<file path="config.mk">
export PLATFORM = sky130hd
export DESIGN_NAME = stablit_div
export DESIGN_NICKNAME = d
export VERILOG_FILES = /design/src/design/stablit_pkg.sv /design/src/design/stablit_div.sv
export SDC_FILE = /design/constraint.sdc
export NUM_CORES = 1
export LEC_CHECK = 0
export ABC_CLOCK_PERIOD_IN_PS = 3650
export BUFFER_PORTS_ARGS = -buffer_cell sky130_fd_sc_hd__buf_4
export CAP_MARGIN = 5
export CORE_MARGIN = 4
export CORE_UTILIZATION = 60
export CTS_BUF_LIST = sky130_fd_sc_hd__clkbuf_2 sky130_fd_sc_hd__clkbuf_4 sky130_fd_sc_hd__clkbuf_8
export CTS_CLUSTER_SIZE = 30
export DETAILED_ROUTE_END_ITERATION = 6
export GPL_TIMING_DRIVEN = 0
export PLACE_DENSITY = 0.84
export REMOVE_ABC_BUFFERS = 1
export SYNTH_ARGS = -nofsm -noshare
export SYNTH_HDL_FRONTEND = slang
export SYNTH_SLANG_ARGS = --single-unit
</file>
<file path="constraint.sdc">
create_clock -name clk -period 3.65 [get_ports clk]
set_clock_uncertainty 0.05 [all_clocks]
set_input_delay 0.1825 -clock clk [delete_from_list [all_inputs] [get_ports clk]]
set_output_delay 0.1825 -clock clk [all_outputs]
set_load 0.01 [all_outputs]
</file>
<file path="src/design/stablit_pkg.sv">
`timescale 1ns / 1ps
// ----------------------------------------------------------------------------
// Scaled tinted alpha blit - shared definitions
// Image sizes, address widths, request/result types, operation, status and
// register codes, and the exact truncating divide-by-255 used by the blender.
// ----------------------------------------------------------------------------
package stablit_pkg;

  // Image geometry.
  localparam int SRC_W = 64;
  localparam int SRC_H = 64;
  localparam int DST_W = 64;
  localparam int DST_H = 64;

  localparam int SRC_PIXELS = SRC_W * SRC_H;
  localparam int DST_PIXELS = DST_W * DST_H;
  localparam int SRC_AW = (SRC_PIXELS > 1) ? $clog2(SRC_PIXELS) : 1;
  localparam int DST_AW = (DST_PIXELS > 1) ? $clog2(DST_PIXELS) : 1;

  // Width of linear addresses before range checking (holds 256 * 256).
  localparam int LIN_W = 17;

  // Scaling divider: (rect_size * offset) / rect_size.
  localparam int NUM_W  = 17;
  localparam int DEN_W  = 9;
  localparam int DIV_CW = $clog2(NUM_W + 1);

  localparam logic [7:0] CHAN_MAX = 8'd255;

  // Operation codes.
  localparam logic [1:0] FUNC_WR_SRC = 2'd0;
  localparam logic [1:0] FUNC_WR_DST = 2'd1;
  localparam logic [1:0] FUNC_RD_DST = 2'd2;
  localparam logic [1:0] FUNC_BLIT   = 2'd3;

  // Status codes.
  localparam logic [2:0] ST_DONE     = 3'd0;
  localparam logic [2:0] ST_DCLIP    = 3'd1;
  localparam logic [2:0] ST_SCLIP    = 3'd2;
  localparam logic [2:0] ST_TRANSP   = 3'd3;
  localparam logic [2:0] ST_EMPTY    = 3'd4;
  localparam logic [2:0] ST_OUTSIDE  = 3'd5;

  // Configuration register indexes.
  localparam int CFG_AW = 3;
  localparam int CFG_DW = 9;
  localparam logic [CFG_AW-1:0] REG_SRC_X = 3'd0;
  localparam logic [CFG_AW-1:0] REG_SRC_Y = 3'd1;
  localparam logic [CFG_AW-1:0] REG_SRC_W = 3'd2;
  localparam logic [CFG_AW-1:0] REG_SRC_H = 3'd3;
  localparam logic [CFG_AW-1:0] REG_DST_X = 3'd4;
  localparam logic [CFG_AW-1:0] REG_DST_Y = 3'd5;
  localparam logic [CFG_AW-1:0] REG_DST_W = 3'd6;
  localparam logic [CFG_AW-1:0] REG_DST_H = 3'd7;

  typedef struct packed {
    logic [1:0]  func;
    logic [11:0] pixel_addr;
    logic [31:0] pixel_value;
    logic [7:0]  col;
    logic [7:0]  row;
    logic [31:0] tint;
  } req_t;

  typedef struct packed {
    logic [31:0] read_value;
    logic [2:0]  status;
  } rsp_t;

  typedef struct packed {
    logic tint_en;
    logic mul_en;
  } blend_ctrl_t;

  // Truncating x / 255 for x below 65280. The estimate (x + x/256 + 1) / 256
  // is within one of the true quotient; the remainder sign fixes it.
  function automatic logic [7:0] div255(input logic [15:0] x);
    logic [16:0]        s;
    logic [8:0]         q1;
    logic signed [18:0] r;
    logic [8:0]         q;
    s  = 17'(x) + 17'(x[15:8]) + 17'd1;
    q1 = s[16:8];
    r  = $signed({3'b000, x}) - $signed({2'b00, q1, 8'h00}) + $signed({10'd0, q1});
    if (r < 0) begin
      q = q1 - 9'd1;
    end else if (r >= 19'sd255) begin
      q = q1 + 9'd1;
    end else begin
      q = q1;
    end
    return q[7:0];
  endfunction

endpackage

</file>
<file path="src/design/stablit_div.sv">
`timescale 1ns / 1ps
// ----------------------------------------------------------------------------
// Scaling divider
// Restoring divider, one quotient bit per cycle. fin pulses for one cycle
// once the quotient is complete; the quotient then holds until restarted.
// ----------------------------------------------------------------------------
module stablit_div (
  input  logic                          clk,
  input  logic                          rst,
  input  logic                          start,
  input  logic [stablit_pkg::NUM_W-1:0] num,
  input  logic [stablit_pkg::DEN_W-1:0] den,
  output logic [stablit_pkg::NUM_W-1:0] quo,
  output logic                          fin
);
  import stablit_pkg::*;

  logic              run;
  logic [DIV_CW-1:0] cnt;
  logic [DEN_W-1:0]  rem;
  logic [DEN_W-1:0]  dvs;
  logic [DEN_W:0]    trial;
  logic              fits;

  assign trial = {rem, quo[NUM_W-1]};
  assign fits  = (trial >= {1'b0, dvs});

  always_ff @(posedge clk) begin
    if (rst) begin
      run <= 1'b0;
      fin <= 1'b0;
      cnt <= '0;
    end else begin
      fin <= 1'b0;
      if (start) begin
        run <= 1'b1;
        cnt <= DIV_CW'(NUM_W);
      end else if (run) begin
        cnt <= cnt - 1'b1;
        if (cnt == DIV_CW'(1)) begin
          run <= 1'b0;
          fin <= 1'b1;
        end
      end
    end
  end

  always_ff @(posedge clk) begin
    if (start) begin
      rem <= '0;
      quo <= num;
      dvs <= den;
    end else if (run) begin
      if (fits) begin
        rem <= DEN_W'(trial - {1'b0, dvs});
      end else begin
        rem <= trial[DEN_W-1:0];
      end
      quo <= {quo[NUM_W-2:0], fits};
    end
  end

endmodule

</file>
# Word level (Yosys, flattened, before mapping)
# Cells that the tools add are included.
# W data, S select, Z words.
# op_classes
n_addsub,2
magnitude_cmp,1
n_eq_ne,1
n_mux,9
bitwise_logic,1
reduce_logical,3
# op_table
operator,n
$mux W17,2
$ge A10 B9 Y1,1
$mux W5,2
$mux W9,1
$sub A9 B9 Y9,1
$eq A5 B1 Y1 const B,1
$sub A5 B1 Y5 const B,1
$mux W1,4
$reduce_or A3 Y1,1
$reduce_bool A2 Y1,1
$reduce_or A2 Y1,1
$not A1 Y1,1
# totals
regBits,42
input_bits,29
output_inout_bits,18
elab_cells,24

# Depth between registers and ports, before layout
# Gate-level depths: netlist (run 1).
# depth
ltp_word,4
mapped_depth,10
depth_no_buf,9

# Worst setup path after synthesis (run 1)
# No wires, ideal clock.
# synth_timing
path_type,register to register
from,register quo[16] (netlist bit)
to,register rem[1]
setup_ns,0.138
arrival_ns,2.254
t_required_ns,3.462
setup_slack_ns,1.208
path_stages_with_launch,11
n_path_buf,1
period_less_slack_ns,2.442
cell_sequence,edfxtp_1 -> inv_1 -> ha_1 -> inv_1 -> fa_1 -> a211oi_1 -> o21a_1 -> o211a_2 -> buf_4 -> mux2i_1 -> a211oi_1
# synth_between
elab_chain_cells,2
# synth_lines
element,line_no,source
from (decl),stablit_div.sv:13,"output logic [stablit_pkg::NUM_W-1:0] quo,"
from (signal assigned),stablit_div.sv:51,quo <= num;
from (signal assigned),stablit_div.sv:59,"quo <= {quo[NUM_W-2:0], fits};"
$sub A9 B9 Y9 / $ge A10 B9 Y1 (equally long branches),"stablit_div.sv:55, stablit_div.sv:26",
$mux W9 (*),stablit_div.sv:54,if (fits) begin
to (signal assigned),stablit_div.sv:55,"rem <= DEN_W'(trial - {1'b0, dvs});"
to (signal assigned),stablit_div.sv:57,rem <= trial[DEN_W-1:0];
to (decl),stablit_div.sv:20,logic [DEN_W-1:0] rem;
# Mark *: on every way between the ends. The rest lies on a longest branch, timed or not.
# A chain may end at the register's enable or synchronous reset.

# Worst setup path in the final report (run 1)
# layout_timing
from,register quo[16] (netlist bit)
to,register rem[8]
# The elaborated chain is that of the path after synthesis.

==> results of run 1 <==
[layout make-up]
type | count | area, um2 | area share
Inverter | 14 | 52.55 | 0.01940
Clock inverter | 1 | 5.005 | 0.001848
Sequential cell | 42 | 1101 | 0.4065
Clock buffer | 7 | 58.81 | 0.02171
Tap cell | 46 | 57.56 | 0.02125
Timing Repair Buffer | 56 | 445.4 | 0.1644
Multi-Input combinational cell | 127 | 988.4 | 0.3649
[logic make-up (layout without fill, tap and decap cells)]
kind of cell / Yosys count / count (layout) / share of synthesized area
compound gates: 31 / 31 / 0.1067
xor+xnor: 8 / 8 / 0.03213
fa+ha+maj: 12 / 12 / 0.07229
buf+inv: 23 / 78 / 0.04188
flops: 42 / 42 / 0.5049
mux: 25 / 25 / 0.1239
simple gates: 51 / 51 / 0.1182
[per-layer routing]
metal | vias to the layer above | GRT usage | wire [um]
met2 | 55 | 0.3550 | 2346
met1 | 794 | 0.2619 | 1922
met4 | 0 | 0.09429 | 96
met5 | - | 0 | 0
li1 | 805 | - | -
met3 | 11 | 0.06240 | 218
[cells in the mapped netlist, types with 2 or more instances]
library cell,instances
sky130_fd_sc_hd__dfxtp_1,16
sky130_fd_sc_hd__inv_1,14
sky130_fd_sc_hd__or3_1,2
sky130_fd_sc_hd__nand3b_1,3
sky130_fd_sc_hd__xnor2_1,2
sky130_fd_sc_hd__ha_1,11
sky130_fd_sc_hd__nor3_1,3
sky130_fd_sc_hd__edfxtp_1,26
sky130_fd_sc_hd__o21ai_0,3
sky130_fd_sc_hd__nand2_1,8
sky130_fd_sc_hd__nor2_1,20
sky130_fd_sc_hd__a21oi_1,5
sky130_fd_sc_hd__mux2_2,16
sky130_fd_sc_hd__a311oi_1,3
sky130_fd_sc_hd__a21o_1,2
sky130_fd_sc_hd__nor4b_1,3
sky130_fd_sc_hd__or2_2,3
sky130_fd_sc_hd__nand3_1,2
sky130_fd_sc_hd__a211oi_1,7
sky130_fd_sc_hd__xor2_1,6
sky130_fd_sc_hd__o211ai_1,3
sky130_fd_sc_hd__clkbuf_1,7
sky130_fd_sc_hd__and3_1,2
sky130_fd_sc_hd__mux2i_1,9
[per-stage QoR]
| stage | hold WS, ns | power, mW | instances | utilization | setup WS [ns] |
|---|---|---|---|---|---|
| detailed placement | 0.3118 | 0.8853 | 275 | 0.7451 | 0.9267 |
| finish | 0.08189 | 1.137 | 293 | 0.7930 | 0.8557 |
| CTS | 0.06933 | 1.137 | 293 | 0.7930 | 0.8840 |
| floorplan | 0.2004 | 0.7776 | 183 | - | 1.210 |
| global placement | 0.3104 | 0.8663 | 275 | 0.7451 | 0.9845 |
| global route | 0.04460 | 1.200 | 293 | 0.7930 | 0.7068 |
[cells in the final DEF (no fill, tap or decap), drive strengths merged, types with 2 or more instances in the layout]
cell type / synthesis / routed
buf: 2 / 46
edfxtp: 26 / 26
nor2: 20 / 20
mux2: 16 / 16
dfxtp: 16 / 16
inv: 14 / 14
ha: 11 / 11
dlygate4sd3: 0 / 10
mux2i: 9 / 9
nand2: 8 / 8
a211oi: 7 / 7
clkbuf: 7 / 7
xor2: 6 / 6
a21oi: 5 / 5
a311oi: 4 / 4
or2: 3 / 3
o211ai: 3 / 3
nor4b: 3 / 3
nand3b: 3 / 3
o21ai: 3 / 3
nor3: 3 / 3
nand3: 2 / 2
or3: 2 / 2
a21o: 2 / 2
and3: 2 / 2
xnor2: 2 / 2
[worst max-delay path, cell delays in order (launching register included)]
cell	delay [ns]
sky130_fd_sc_hd__edfxtp_1	0.42
sky130_fd_sc_hd__inv_1	0.08
sky130_fd_sc_hd__ha_1	0.16
sky130_fd_sc_hd__inv_1	0.06
sky130_fd_sc_hd__fa_1	0.42
sky130_fd_sc_hd__a211oi_1	0.41
sky130_fd_sc_hd__o21a_1	0.25
sky130_fd_sc_hd__o211a_2	0.42
sky130_fd_sc_hd__nand2_1	0.13
sky130_fd_sc_hd__a311oi_2	0.31
[power breakdown]
part           internal (mW)  leakage [nW]  switching, mW
clock                  0.101        0.0387          0.148
combinational          0.152         0.734          0.147
sequential             0.555         0.391         0.0336
[worst max-delay path by stage]
stage                       start  endpoint  slack, ns  depth (start not counted)
final                     quo[16]    rem[8]       0.86                          9
after global routing      quo[16]    rem[8]       0.71                          9
after CTS                 quo[16]    rem[8]       0.88                          9
after detailed placement  quo[16]    rem[8]       0.93                          9
after global placement    quo[16]    rem[4]       0.98                          9
after floorplan           quo[16]    rem[1]       1.21                          9
[flip-flops by register name, summed over array words and instances, names as in the netlist]
signal	flops
cnt	5
dvs	9
fin	1
quo	17
rem	9
run	1
[what timing repair did]
item,CTS,global route
hold buffers,10,0
endpoints found under the hold margin,14,0
resized for setup,0,0
buffers inserted,0,0
==> parameters.txt, run 1 <==
Parameter                              Value

GRT
  Initial antenna violation count    0
  Global-route total usage across every layer    0.2157
  Total global routing overflow    0
  Global-route wire length before repair    7355 um
  Largest net degree at the start of global routing    44
  Via count of the first global-routing pass    1641

Layout
  Final layout net count    287
  Layout cell share with drive strength beyond 1    0.3117
  Number of inserted diodes    0
  Post-route design area    2709 um2
  Area growth syn-to-layout    24.21%
  Final-layout fill cell count    221

Critical path
  Worst r2r src    quo[16]
  Critical path launch point type    register
  Endpoint kind of the worst setup timing path    register
  Required time of the critical path    3.85 ns
  Top fanout value on the critical path    14
  Register-to-register setup slack    0.86 ns
  Data arrival time at the worst-slack endpoint    3.00 ns
  WS Path Type    reg2reg
  Worst-case reg-to-reg path depth    9
  RR Endpoint    rem[8]

Floorplan
  Starting utilization of the core area    0.6385
  Die boundary height    68.29 um
  Width of the die    68.29 um
  # IOs    47
  Num rows    21
  Area enclosed by the die boundary    4664 um2
  Std-Cell Core Area    3416 um2

Clocking
  CTS Root Buffer Type    sky130_fd_sc_hd__clkbuf_4
  Clock Pin Slew Worst Setup and Hold Paths    0.13 ns
  Insertion delay of the later-clocked pin in the worst-skew pair    0.35 ns
  Clock buffer count from CTS    5
  Number of H-tree levels    2
  Clk buf depth    2
  TritonCTS clock tree    built
  TritonCTS sink count    42

Timing
  Max-slew violation total from the final report    0
  Unrepaired setup endpoints after global routing    false
  Final Critical Period    2.794 ns
  Final setup violating endpoints    0
  Setup tns final    0 ns
  Max Fclk    357.9 MHz
  Ratio of final minimum period to clock period    0.7656
  Final Hold Violating Endpoints    0
  Transition time at the pin with the least slew margin    0.8872 ns
  Slew headroom    0.4077

Routing
  Initial DRC Count    158
  Vias    1665
  Number of routed nets with antenna violations    0
  Routed wire length    4584 um
  Pre-antenna DRT Iters    4
  Vias per cell    5.683
  Average wire length per cell after detail routing    15.65 um
  DR DRC count    0

Place
  Final GP Congestion    0.9106
  Sum of net half-perimeters after detailed placement    3154 um
  Port buffer count    46
  Area of placed instances    2545 um2

Min path
  Worst min-delay path class    in2reg
  Worst Hold Path Cells    2
  Sink of the worst hold path    quo[2]
  Source of the worst hold timing path    num[2]

Synth
  Share of the synthesized area in the top cell type    0.3580
  Largest cells by area after synthesis    sky130_fd_sc_hd__edfxtp_1 (36%), sky130_fd_sc_hd__dfxtp_1 (15%), sky130_fd_sc_hd__mux2_2 (8.3%)
  Most frequently used flop master after synthesis    sky130_fd_sc_hd__edfxtp_1
  Mean Syn Cell Area    11.36 um2
  Count of flip-flops with a built-in enable after synthesis    26
  Combined area of all synthesized cells    2181 um2
  Leading area contributor after synthesis    sky130_fd_sc_hd__edfxtp_1
  Warnings, synthesis    0
  Cells after Synth    192
  Distinct cells, synth    40
  Async set-or-reset flop fraction in the synthesized netlist    0
  Post-synthesis sequential area ratio    0.5049
  #FFs+latches synth    42

Power
  PD cells    419.7 nW/um2
  Highest ir drop seen on vdd    0.2693 mV
  Leakage    1.164 nW

Outcome
  Result of the run    completed

Run
  Max-capacitance violation count    0
Power figures use the tool's default switching activity.
==> inputs of run 2 (changes only) <==
- ABC_CLOCK_PERIOD_IN_PS: 3650 -> 2800
- CORE_UTILIZATION: 60 -> 56
- PLACE_DENSITY: 0.84 -> 0.79
- clock period: 3.65 -> 2.8 ns (I/O delays scaled with it)
==> run 2 against run 1 <==
Combinational power rose by 29%. Final area rose by 2.6%. Critical endpoint is now rem[1]. Routed wire length fell by 7.3%. Flip-flop and latch count did not move. Cell count rose by 0.68%. Global-route usage fell by 3.5 points. Hold slack improved by 0.016 ns. Setup slack got worse by 0.59 ns. Largest power group unchanged. Die area rose by 6.3%. Core utilization fell by 4.5 points. Fmax rose by 10%. Sequential power rose by 30%.
==> parameters.txt, run 2 (synthesized netlist as in run 1, its figures left out) <==
Parameter                              Value

Clocking
  Clock Pin Slew Worst Setup and Hold Paths    0.09 ns (-0.04 ns)
  Clock buffer count from CTS    5 (unchanged)
  TritonCTS clock tree    built
  CTS Root Buffer Type    sky130_fd_sc_hd__clkbuf_8
  Clk buf depth    2 (unchanged)
  Insertion delay of the later-clocked pin in the worst-skew pair    0.29 ns (-0.06 ns)
  Number of H-tree levels    2 (unchanged)
  TritonCTS sink count    42 (unchanged)
  Post-CTS setup buffers    0 (unchanged)

Place
  Final GP Congestion    0.8534 (-6.3%)
  Sum of net half-perimeters after detailed placement    2949 um (-6.5%)
  Port buffer count    46 (unchanged)

Routing
  Initial DRC Count    108 (-32%)
  Vias per cell    5.281 (-7.1%)
  Routed wire length    4251 um (-7.3%)
  DR DRC count    0 (unchanged)
  Average wire length per cell after detail routing    14.41 um (-7.9%)
  Number of routed nets with antenna violations    0 (unchanged)
  Pre-antenna DRT Iters    4 (unchanged)
  Vias    1558 (-6.4%)

Critical path
  Crit path buffers/inverters    2 (unchanged)
  Cell Chain, Critical Path    inv_1, ha_1, inv_1, fa_1, a211oi_2, o21a_1, o211a_4, mux2i_1, a211oi_1
  Register-to-register setup slack    0.26 ns (-0.59 ns)
  Data arrival time at the worst-slack endpoint    2.61 ns (-0.39 ns)
  WS Path Type    reg2reg
  Kind of cell adding the most delay to the critical path    compound AO/OA/AOI/OAI gates
  Worst-case reg-to-reg path depth    9 (unchanged)
  Start point of the critical path    quo[16]
  RR Endpoint    rem[1]
  Top fanout value on the critical path    14 (unchanged)
  Required time of the critical path    2.88 ns (-0.97 ns)
  Standard cell with the maximum stage delay on the critical path    sky130_fd_sc_hd__edfxtp_1
  Worst r2r src    quo[16]
  Delay of the slowest cell on the worst path    0.44 ns (+0.02 ns)
  CP most frequent cell    sky130_fd_sc_hd__inv_1
  Critical path launch point type    register
  Endpoint kind of the worst setup timing path    register

GRT
  Busiest metal layer after global routing    met2
  Met2 track demand over resource    0.2994 (-0.05562)
  Initial antenna violation count    0 (unchanged)
  Via count of the first global-routing pass    1573 (-4.1%)
  Total global routing overflow    0 (unchanged)
  Met1 Usage GRT    0.2274 (-0.03448)
  Largest net degree at the start of global routing    44 (unchanged)
  Global-route wire length before repair    7134 um (-3.0%)
  Met3 Resource Use GR    0.03741 (-0.02499)
  Global-route total usage across every layer    0.1803 (-0.03543)

Power
  Final Total Pwr    1.653 mW (+45%)
  PD cells    594.6 nW/um2 (+42%)
  Highest ir drop seen on vdd    0.3585 mV (+33%)
  Leakage    1.189 nW (+2.1%)

Timing
  Ratio of final minimum period to clock period    0.9061 (+0.1405)
  Slew headroom    0.4107 (+0.002952)
  Final Critical Period    2.537 ns (-0.2573 ns)
  Max-slew violation total from the final report    0 (unchanged)
  Max Fclk    394.2 MHz (+10%)
  Final Hold Violating Endpoints    0 (unchanged)
  Transition time at the pin with the least slew margin    0.8828 ns (-0.004422 ns)
  Setup tns final    0 ns (unchanged)
  Unrepaired setup endpoints after global routing    false
  Final setup violating endpoints    0 (unchanged)

Min path
  Worst Hold Path Cells    2 (unchanged)
  Worst min-delay path class    in2reg
  Sink of the worst hold path    quo[14]
  Source of the worst hold timing path    num[14]

Floorplan
  Die boundary height    70.41 um (+3.1%)
  Num rows    22 (+4.8%)
  Width of the die    70.41 um (+3.1%)
  # IOs    47 (unchanged)
  Std-Cell Core Area    3716 um2 (+8.8%)
  Area enclosed by the die boundary    4957 um2 (+6.3%)
  Starting utilization of the core area    0.5869 (-0.05159)

Layout
  Register with the most flip-flops    quo
  Area growth syn-to-layout    27.48%
  Most common cell after layout, fill and taps aside    sky130_fd_sc_hd__buf_4
  Number of inserted diodes    0 (unchanged)
  Most frequent cells in the layout    sky130_fd_sc_hd__buf_4 (46), sky130_fd_sc_hd__edfxtp_1 (26), sky130_fd_sc_hd__nor2_1 (20)
  Leading registers by flop count    quo x17, dvs x9, rem x9
  Flip-flop count of the largest register, all copies and words added    17 (unchanged)
  Layout cell share with drive strength beyond 1    0.3158 (+0.004049)
  Final layout net count    287 (unchanged)
  Final-layout fill cell count    269 (+22%)

Outcome
  Result of the run    completed

Run
  Max-capacitance violation count    0 (unchanged)
## run 2: cell count changes in the layout (fill, tap and decap cells not counted)
cell / change
sky130_fd_sc_hd__clkinv_2: -1
sky130_fd_sc_hd__a211oi_2: +1
sky130_fd_sc_hd__bufinv_16: +1
sky130_fd_sc_hd__o211a_2: -1
sky130_fd_sc_hd__o211a_4: +1
sky130_fd_sc_hd__clkbuf_4: -5
sky130_fd_sc_hd__clkbuf_8: +5
sky130_fd_sc_hd__a211oi_1: -1
## run 2: how the worst max path moves through the flow
stage,end,slack [ns],depth (start not counted)
floorplan,rem[1],0.36,9
global placement,rem[3],0.14,9
detailed placement,rem[1],0.10,9
CTS,rem[1],0.04,9
global route,rem[1],0.08,9
finish,rem[1],0.26,9
## run 2: worst register-to-register path, cell delays in order, from the launching register on
cell                       delay, ns
sky130_fd_sc_hd__edfxtp_1       0.44
sky130_fd_sc_hd__inv_1          0.08
sky130_fd_sc_hd__ha_1           0.16
sky130_fd_sc_hd__inv_1          0.06
sky130_fd_sc_hd__fa_1           0.42
sky130_fd_sc_hd__a211oi_2       0.30
sky130_fd_sc_hd__o21a_1         0.26
sky130_fd_sc_hd__o211a_4        0.29
sky130_fd_sc_hd__mux2i_1        0.23
sky130_fd_sc_hd__a211oi_1       0.10
## run 2: final cells by class
type | count | area [um2] | area share
inverters | 14 | 52.55 | 0.01890
clock inverters | 1 | 30.03 | 0.01080
flip-flops and latches | 42 | 1101 | 0.3960
well taps | 48 | 60.06 | 0.02160
repair buffers | 56 | 445.4 | 0.1602
multi-input cells | 127 | 1001 | 0.3600
clock buffers | 7 | 90.09 | 0.03240
## run 2: layer usage
layer | share of wire | wire length, um
met5 | 0 | 0
met3 | 0.040 | 170
met1 | 0.44 | 1885
met2 | 0.51 | 2147
met4 | 0.011 | 48
## run 2: through the flow
stage	cell area, um2	std cells	setup slack, ns	util	hold WS, ns
final	2780	295	0.2630	0.7481	0.09754
after global placement	2547	277	0.1375	0.6855	0.2682
after CTS	2768	295	0.03973	0.7448	0.08821
after floorplan	2142	183	0.3599	-	0.1579
after global routing	2780	295	0.07941	0.7481	0.08363
after detailed placement	2547	277	0.1001	0.6855	0.2697
## run 2: what timing repair did
action | 4_1_cts | 5_1_grt
gates resized for setup | 0 | 2
endpoints found under the hold margin | 12 | 0
hold buffers | 10 | 0
endpoints found under the setup margin | 0 | 9
## run 2: power breakdown
| group | switching, mW | internal, mW |
|---|---|---|
| sequential | 0.0429 | 0.723 |
| clock | 0.199 | 0.301 |
| combinational | 0.186 | 0.201 |
| total | 0.428 | 1.23 |
